`src/hdl/bb_pkg.sv`:
```
`timescale 1ns / 1ps

package bb_pkg;

  localparam int MAX_WIDTH  = 2048;
  localparam int MAX_HEIGHT = 4096;

  localparam int PIX_W = 24;
  localparam int COL_W = 11;
  localparam int ROW_W = 12;
  localparam int FW_W  = 12;
  localparam int FH_W  = 13;
  localparam int CFG_W = 13;

  localparam int QUEUE_DEPTH = 4;
  localparam int QPTR_W      = 2;

  typedef logic [PIX_W-1:0] pixel_t;

  // Window row m holds rows r-2+m, column k holds columns c-2+k.
  typedef pixel_t [2:0][2:0] window_t;

  typedef enum logic {
    REG_FRAME_WIDTH  = 1'b0,
    REG_FRAME_HEIGHT = 1'b1
  } cfg_reg_t;

  typedef struct packed {
    logic r_ge1;
    logic r_ge2;
    logic r_last;
    logic c_ge1;
    logic c_ge2;
    logic c_last;
  } edge_flags_t;

  typedef struct packed {
    window_t             win;
    logic [ROW_W-1:0]    row;
    logic [COL_W-1:0]    col;
    edge_flags_t         flags;
  } job_t;

endpackage

```
`src/hdl/bb_result_if.sv`:
```
`timescale 1ns / 1ps

interface bb_result_if;
  logic        valid;
  logic        ready;
  logic [23:0] blurred;
  logic [11:0] out_row;
  logic [10:0] out_col;
  logic        run_last;

  modport source (output valid, output blurred, output out_row, output out_col,
                  output run_last, input ready);
  modport sink   (input valid, input blurred, input out_row, input out_col,
                  input run_last, output ready);
endinterface

```
`src/hdl/bb_back.sv`:
```
`timescale 1ns / 1ps

module bb_back
  import bb_pkg::*;
(
  input  logic      clk,
  input  logic      rst,
  input  job_t      job,
  input  logic      job_valid,
  output logic      job_pop,
  bb_result_if.source results
);

  // floor(x / 3) = (x * 2731) >> 13 for every x below 8192.
  localparam int          SUM_W       = 12;
  localparam logic [11:0] THIRD_MUL   = 12'd2731;
  localparam int          THIRD_SHIFT = 13;

  typedef enum logic [2:0] {B_IDLE, B_SUM, B_DIV1, B_DIV2, B_OUT} bstate_t;

  bstate_t          state;
  job_t             cur;
  logic             ai;
  logic             bi;
  logic [SUM_W-1:0] sum_q [3];
  logic [3:0]       n_q;
  logic [SUM_W-1:0] t_q [3];
  logic [ROW_W-1:0] row_q;
  logic [COL_W-1:0] col_q;
  logic             last_q;

  logic             last_a;
  logic             last_b;
  logic             col_is_cur;
  logic             row_is_cur;
  logic [2:0]       rmask;
  logic [2:0]       cmask;
  logic [1:0]       nr;
  logic [1:0]       nc;
  logic [3:0]       n_calc;
  logic [SUM_W-1:0] sum_calc [3];
  logic [SUM_W-1:0] y [3];
  logic [SUM_W-1:0] pre [3];
  logic [SUM_W-1:0] mul_in [3];
  logic [2*SUM_W-1:0] prod [3];
  logic [SUM_W-1:0] third [3];
  logic             by_three;

  assign job_pop = (state == B_IDLE) && job_valid;

  assign results.valid    = (state == B_OUT);
  assign results.blurred  = {t_q[2][7:0], t_q[1][7:0], t_q[0][7:0]};
  assign results.out_row  = row_q;
  assign results.out_col  = col_q;
  assign results.run_last = last_q;

  // Column outer, row inner; the first choice is the previous row or column.
  always_comb begin
    last_a     = cur.flags.c_ge1 && cur.flags.c_last;
    last_b     = cur.flags.r_ge1 && cur.flags.r_last;
    col_is_cur = !cur.flags.c_ge1 || ai;
    row_is_cur = !cur.flags.r_ge1 || bi;
    rmask[2]   = 1'b1;
    rmask[1]   = row_is_cur ? cur.flags.r_ge1 : 1'b1;
    rmask[0]   = row_is_cur ? 1'b0 : cur.flags.r_ge2;
    cmask[2]   = 1'b1;
    cmask[1]   = col_is_cur ? cur.flags.c_ge1 : 1'b1;
    cmask[0]   = col_is_cur ? 1'b0 : cur.flags.c_ge2;
    nr         = 2'(rmask[0]) + 2'(rmask[1]) + 2'(rmask[2]);
    nc         = 2'(cmask[0]) + 2'(cmask[1]) + 2'(cmask[2]);
    n_calc     = {2'b00, nr} * {2'b00, nc};
  end

  always_comb begin
    for (int ch = 0; ch < 3; ch++) begin
      sum_calc[ch] = '0;
      for (int m = 0; m < 3; m++) begin
        for (int k = 0; k < 3; k++) begin
          if (rmask[m] && cmask[k]) begin
            sum_calc[ch] = sum_calc[ch] + SUM_W'(cur.win[m][k][ch*8 +: 8]);
          end
        end
      end
    end
  end

  // Round half up: floor((2s + n) / 2n) = floor((s + floor(n/2)) / n).
  always_comb begin
    by_three = (n_q == 4'd3) || (n_q == 4'd6) || (n_q == 4'd9);
    for (int ch = 0; ch < 3; ch++) begin
      y[ch] = sum_q[ch] + SUM_W'(n_q[3:1]);
      case (n_q)
        4'd2, 4'd6: pre[ch] = y[ch] >> 1;
        4'd4:       pre[ch] = y[ch] >> 2;
        default:    pre[ch] = y[ch];
      endcase
      mul_in[ch] = (state == B_DIV1) ? pre[ch] : t_q[ch];
      prod[ch]   = mul_in[ch] * THIRD_MUL;
      third[ch]  = SUM_W'(prod[ch][2*SUM_W-1:THIRD_SHIFT]);
    end
  end

  always_ff @(posedge clk) begin
    if (rst) begin
      state <= B_IDLE;
    end else begin
      case (state)
        B_IDLE: begin
          if (job_valid) begin
            cur   <= job;
            ai    <= 1'b0;
            bi    <= 1'b0;
            state <= B_SUM;
          end
        end
        B_SUM: begin
          for (int ch = 0; ch < 3; ch++) sum_q[ch] <= sum_calc[ch];
          n_q    <= n_calc;
          row_q  <= row_is_cur ? cur.row : cur.row - ROW_W'(1);
          col_q  <= col_is_cur ? cur.col : cur.col - COL_W'(1);
          last_q <= (ai == last_a) && (bi == last_b);
          state  <= B_DIV1;
        end
        B_DIV1: begin
          for (int ch = 0; ch < 3; ch++) t_q[ch] <= by_three ? third[ch] : pre[ch];
          state <= B_DIV2;
        end
        B_DIV2: begin
          if (n_q == 4'd9) begin
            for (int ch = 0; ch < 3; ch++) t_q[ch] <= third[ch];
          end
          state <= B_OUT;
        end
        B_OUT: begin
          if (results.ready) begin
            if (bi != last_b) begin
              bi    <= 1'b1;
              state <= B_SUM;
            end else if (ai != last_a) begin
              bi    <= 1'b0;
              ai    <= 1'b1;
              state <= B_SUM;
            end else begin
              state <= B_IDLE;
            end
          end
        end
        default: state <= B_IDLE;
      endcase
    end
  end

endmodule

```
`src/flat_wrapper.sv`:
```
// flat-port wrapper written by rule: the top's interface ports become plain ports
module bb_back_flat import bb_pkg::*;
  (clk, rst, job, job_valid, job_pop, results_valid, results_blurred, results_out_row, results_out_col, results_run_last, results_ready);
  bb_result_if results_i ();
  input  logic clk;
  input  logic rst;
  input  job_t job;
  input  logic job_valid;
  output logic job_pop;
  output wire logic [$bits(results_i.valid)-1:0] results_valid;
  output wire logic [$bits(results_i.blurred)-1:0] results_blurred;
  output wire logic [$bits(results_i.out_row)-1:0] results_out_row;
  output wire logic [$bits(results_i.out_col)-1:0] results_out_col;
  output wire logic [$bits(results_i.run_last)-1:0] results_run_last;
  input wire logic [$bits(results_i.ready)-1:0] results_ready;
  assign results_valid = results_i.valid;
  assign results_blurred = results_i.blurred;
  assign results_out_row = results_i.out_row;
  assign results_out_col = results_i.out_col;
  assign results_run_last = results_i.run_last;
  assign results_i.ready = results_ready;
  bb_back u_core (.clk(clk), .rst(rst), .job(job), .job_valid(job_valid), .job_pop(job_pop), .results(results_i));
endmodule
```
`config.mk`:
```
export PLATFORM = sky130hd
export DESIGN_NAME = bb_back_flat
export DESIGN_NICKNAME = d
export VERILOG_FILES = /design/src/hdl/bb_pkg.sv /design/src/hdl/bb_result_if.sv /design/src/hdl/bb_back.sv /design/src/flat_wrapper.sv
export SDC_FILE = /design/constraint.sdc
export NUM_CORES = 1
export LEC_CHECK = 0
export BUFFER_PORTS_ARGS = -buffer_cell sky130_fd_sc_hd__buf_2
export CAP_MARGIN = 15
export CORE_MARGIN = 5
export CORE_UTILIZATION = 40
export CTS_BUF_LIST = sky130_fd_sc_hd__clkbuf_4
export CTS_CLUSTER_DIAMETER = 30
export CTS_CLUSTER_SIZE = 10
export DETAILED_ROUTE_END_ITERATION = 16
export PLACE_DENSITY = 0.57
export SLEW_MARGIN = 30
export SYNTH_ARGS = -nofsm -noshare
export SYNTH_HDL_FRONTEND = slang
export SYNTH_SLANG_ARGS = --single-unit
```
`constraint.sdc`:
```
create_clock -name clk -period 12.52 [get_ports clk]
set_input_delay 0 -clock clk [delete_from_list [all_inputs] [get_ports clk]]
set_output_delay 0 -clock clk [all_outputs]
set_load 0.01 [all_outputs]
```
==> results.sh <==
export IMPL_ys_top_cells_by_count="inv_1, ha_1, edfxtp_1"
export IMPL_max_cap_viol_count=0
export IMPL_synth_edf_count=347
export IMPL_grt_max_degree=180
export IMPL_critPathKind="flip-flop to flip-flop"
export IMPL_cts_tree="done"
export IMPL_dominantRegCellSynth="edfxtp_1"
export IMPL_grt_usage_pct=19.9
export IMPL_io_buffers=298
export IMPL_first_iter_violations=1081
export IMPL_combPwrFrac_pct=61.0
export IMPL_synth_avg_cell_area_um2=9.91
export IMPL_cts_sinks=350
export IMPL_syn_instance_count=3149
export IMPL_p_sw_share_pct=41.9
export IMPL_hp_class="primary input to flip-flop"
export IMPL_switching_power_mw=2.80
export IMPL_max_slew_margin_pct=35.0
export IMPL_post_place_cells=4413
export IMPL_route_vias_total=25000
export IMPL_synth_area_top_cells="edfxtp_1, ha_1, fa_1"
export IMPL_gp_congestion=0.873
export IMPL_timing_final_max_slew_violations=0
export IMPL_cp_required_ns=13.06
export IMPL_synth_warnings=0
export IMPL_coreArea_um2=77300
export IMPL_setup_viol=0
export IMPL_p_leak_nw=18.1
export IMPL_synth_most_common_cell="inv_1"
export IMPL_dp_slack_ns=2.25
export IMPL_min_from="results_ready"
export IMPL_path_clk_slew_ns=0.08
export IMPL_max_freq_mhz=96.4
export IMPL_p_seq_share_pct=21.9
export IMPL_holdPathEnd="u_core.ai$_DFFE_PP_"
export IMPL_synth_top_cell_by_area="edfxtp_1"
export IMPL_r2r_start="u_core.cur[5]$_DFFE_PP_"
export IMPL_cts_buffer_depth=3
export IMPL_tns_ns=0
export IMPL_clockRootBuffer="clkbuf_4"
export IMPL_outcome="finished clean"
export IMPL_cp_top_family="simple AND/OR/NAND/NOR gates"
export IMPL_finalWorstSetupSlack_ns=2.15
export IMPL_min_path_cells=4
export IMPL_ff2ff_setup_slack_ns=2.15
export IMPL_insertion_delay_ns=0.85
export IMPL_power_density_nw_per_um2=167
export IMPL_ctsResizeCount=0
export IMPL_skew_ns=0.0876
export IMPL_drc=0
export IMPL_async_reset_ff_share_pct=0
export IMPL_num_rows=102
export IMPL_p_int_mw=3.88
export IMPL_grt_pass1_wl_um=133000
export IMPL_htree_levels=3
export IMPL_firstDrtPassIters=5
export IMPL_die_h_um=289
export IMPL_worst_path_most_repeated_cell="ha_1"
export IMPL_nets=4790
export IMPL_ant_nets=0
export IMPL_final_util_pct=51.8
export IMPL_rr_worst_depth=45
export IMPL_drive_gt1_share_pct=12.6
export IMPL_dieArea_um2=83700
export IMPL_dp_hpwl_um=63000
export IMPL_postLayoutCellArea_um2=40100
export IMPL_dieWidth_um=289
export IMPL_cp_start_kind="flip-flop"
export IMPL_crit_slowest_cell="and3b_1"
export IMPL_syn_cell_area_um2=31200
export IMPL_finalHoldViolCount=0
export IMPL_crit_buf_inv=2
export IMPL_synth_seq_cells=350
export IMPL_cts_made_buffers=79
export IMPL_min_period_ns=10.37
export IMPL_yosysUniqueCellTypes=86
export IMPL_antenna_found_initial=12
export IMPL_crit_path_end_kind="flip-flop"
export IMPL_floorplan_initialDensity_pct=40.3
export IMPL_rsz0062_at_grt="false"
export IMPL_grt_overflow=0
export IMPL_crit_fanout=35
export IMPL_final_cells=5065
export IMPL_wl_um=84100
export IMPL_timing_rr_end="u_core.sum_q[0][11]$_DFFE_PP_"
export IMPL_syn_to_final_growth_pct=28.4
export IMPL_placed_area_um2=33800
export IMPL_vias_per_cell=4.93
export IMPL_grt_pass1_vias=25400
export IMPL_synth_top_area_share_pct=33.4
export IMPL_clock_power_share_pct=17.1
export IMPL_fillers=7006
export IMPL_cp_data_arrival_time_ns=10.91
export IMPL_tightest_slew_ns=0.975
export IMPL_wl_per_cell_um=16.6
export IMPL_io_pins=299
export IMPL_yosysSeqAreaShare_pct=33.6
export IMPL_cp_slowest_stage_delay_ns=0.80
export IMPL_finalCritPeriodShare_pct=82.9
export IMPL_peakVddDrop_mv=0.169
export IMPL_postCtsSetupBuffers=0
export IMPL_synth_nets=3987
[logic make-up (layout without fill, tap and decap cells)]
logic type	after synthesis	count (layout)	synth area share, %
xor+xnor	228	228	6.61
flops	350	350	33.6
mux	19	19	0.634
compound gates	705	705	14.1
simple gates	714	714	11.0
other cells	0	9	0
fa+ha+maj	593	593	27.3
buf+inv	540	1407	6.79
[registers in the layout, indices dropped and copies added (netlist names)]
register and count:
u_core.state 3, u_core.sum_q 36, u_core.results.out_row 12, u_core.n_q 4, u_core.ai 1, u_core.results.run_last 1
u_core.bi 1, u_core.t_q 36, u_core.cur 245, u_core.results.out_col 11
[metrics by stage]
stage / power, mW / hold WS (ns)
after floorplan: 4.61 / 0.0724
after global placement: 5.45 / 0.177
after detailed placement: 5.47 / 0.178
after CTS: 6.77 / 0.0970
after global routing: 7.46 / 0.185
final: 6.68 / 0.229
[layout make-up]
| class | count | area [um2] | share of cell area [%] |
|---|---|---|---|
| Tap cell | 1040 | 1300 | 3.25 |
| Clock inverter | 54 | 598 | 1.49 |
| Sequential cell | 350 | 10500 | 26.2 |
| Timing Repair Buffer | 817 | 6660 | 16.6 |
| Clock buffer | 91 | 683 | 1.71 |
| Antenna cell | 9 | 22.5 | 0.0562 |
| Inverter | 445 | 1670 | 4.17 |
| Multi-Input combinational cell | 2259 | 18600 | 46.5 |
[worst max-delay path by stage]
stage          slack (ns)                          from                             to  depth (start not counted)
5_1_grt              1.33       u_core.cur[5]$_DFFE_PP_  u_core.sum_q[0][23]$_DFFE_PP_                         42
6_report             2.15       u_core.cur[5]$_DFFE_PP_  u_core.sum_q[0][11]$_DFFE_PP_                         45
4_1_cts              2.24       u_core.cur[5]$_DFFE_PP_  u_core.sum_q[0][23]$_DFFE_PP_                         47
3_3_place_gp         2.46       u_core.cur[5]$_DFFE_PP_  u_core.sum_q[0][23]$_DFFE_PP_                         47
3_5_place_dp         2.25       u_core.cur[5]$_DFFE_PP_  u_core.sum_q[0][23]$_DFFE_PP_                         47
2_1_floorplan        0.62  u_core.state[0]$_SDFFE_PP0P_        u_core.cur[0]$_DFFE_PP_                          3
[tightest hold or removal path, delay by kind of cell]
kind            cells  cell delay (ns)
simple gates        1             0.08
buf+inv             2             0.70
compound gates      1             0.07
[power groups by stage]
stage	clock, mW	combinational (mW)	sequential (mW)
CTS	1.17	4.14	1.46
detailed placement	0	3.98	1.49
finish	1.14	4.07	1.46
global placement	0	3.96	1.49
floorplan	0	3.12	1.49
global route	1.24	4.75	1.47
[repair_timing]
item                                    in CTS  in global routing
endpoints found under the setup margin       0                  0
hold buffers                               497                  0
endpoints found under the hold margin      350                  0
[layout by cell type (no fill, tap or decap), types with 91 or more instances in the layout]
cell type	count
dlygate4sd3_1	497
inv_1	445
nor2_1	177
a21oi_1	183
buf_2	298
ha_1	442
clkbuf_4	91
edfxtp_1	347
xnor2_1	135
o21ai_0	196
nand2_1	235
fa_1	147
[routing by layer]
metal | routed length [um] | GRT usage, %
met4 | 2930 | 7.06
met5 | 41 | 0
met1 | 35900 | 24.5
met3 | 3240 | 3.01
met2 | 42100 | 35.7
Note: power is estimated with default switching activity, not from simulation.
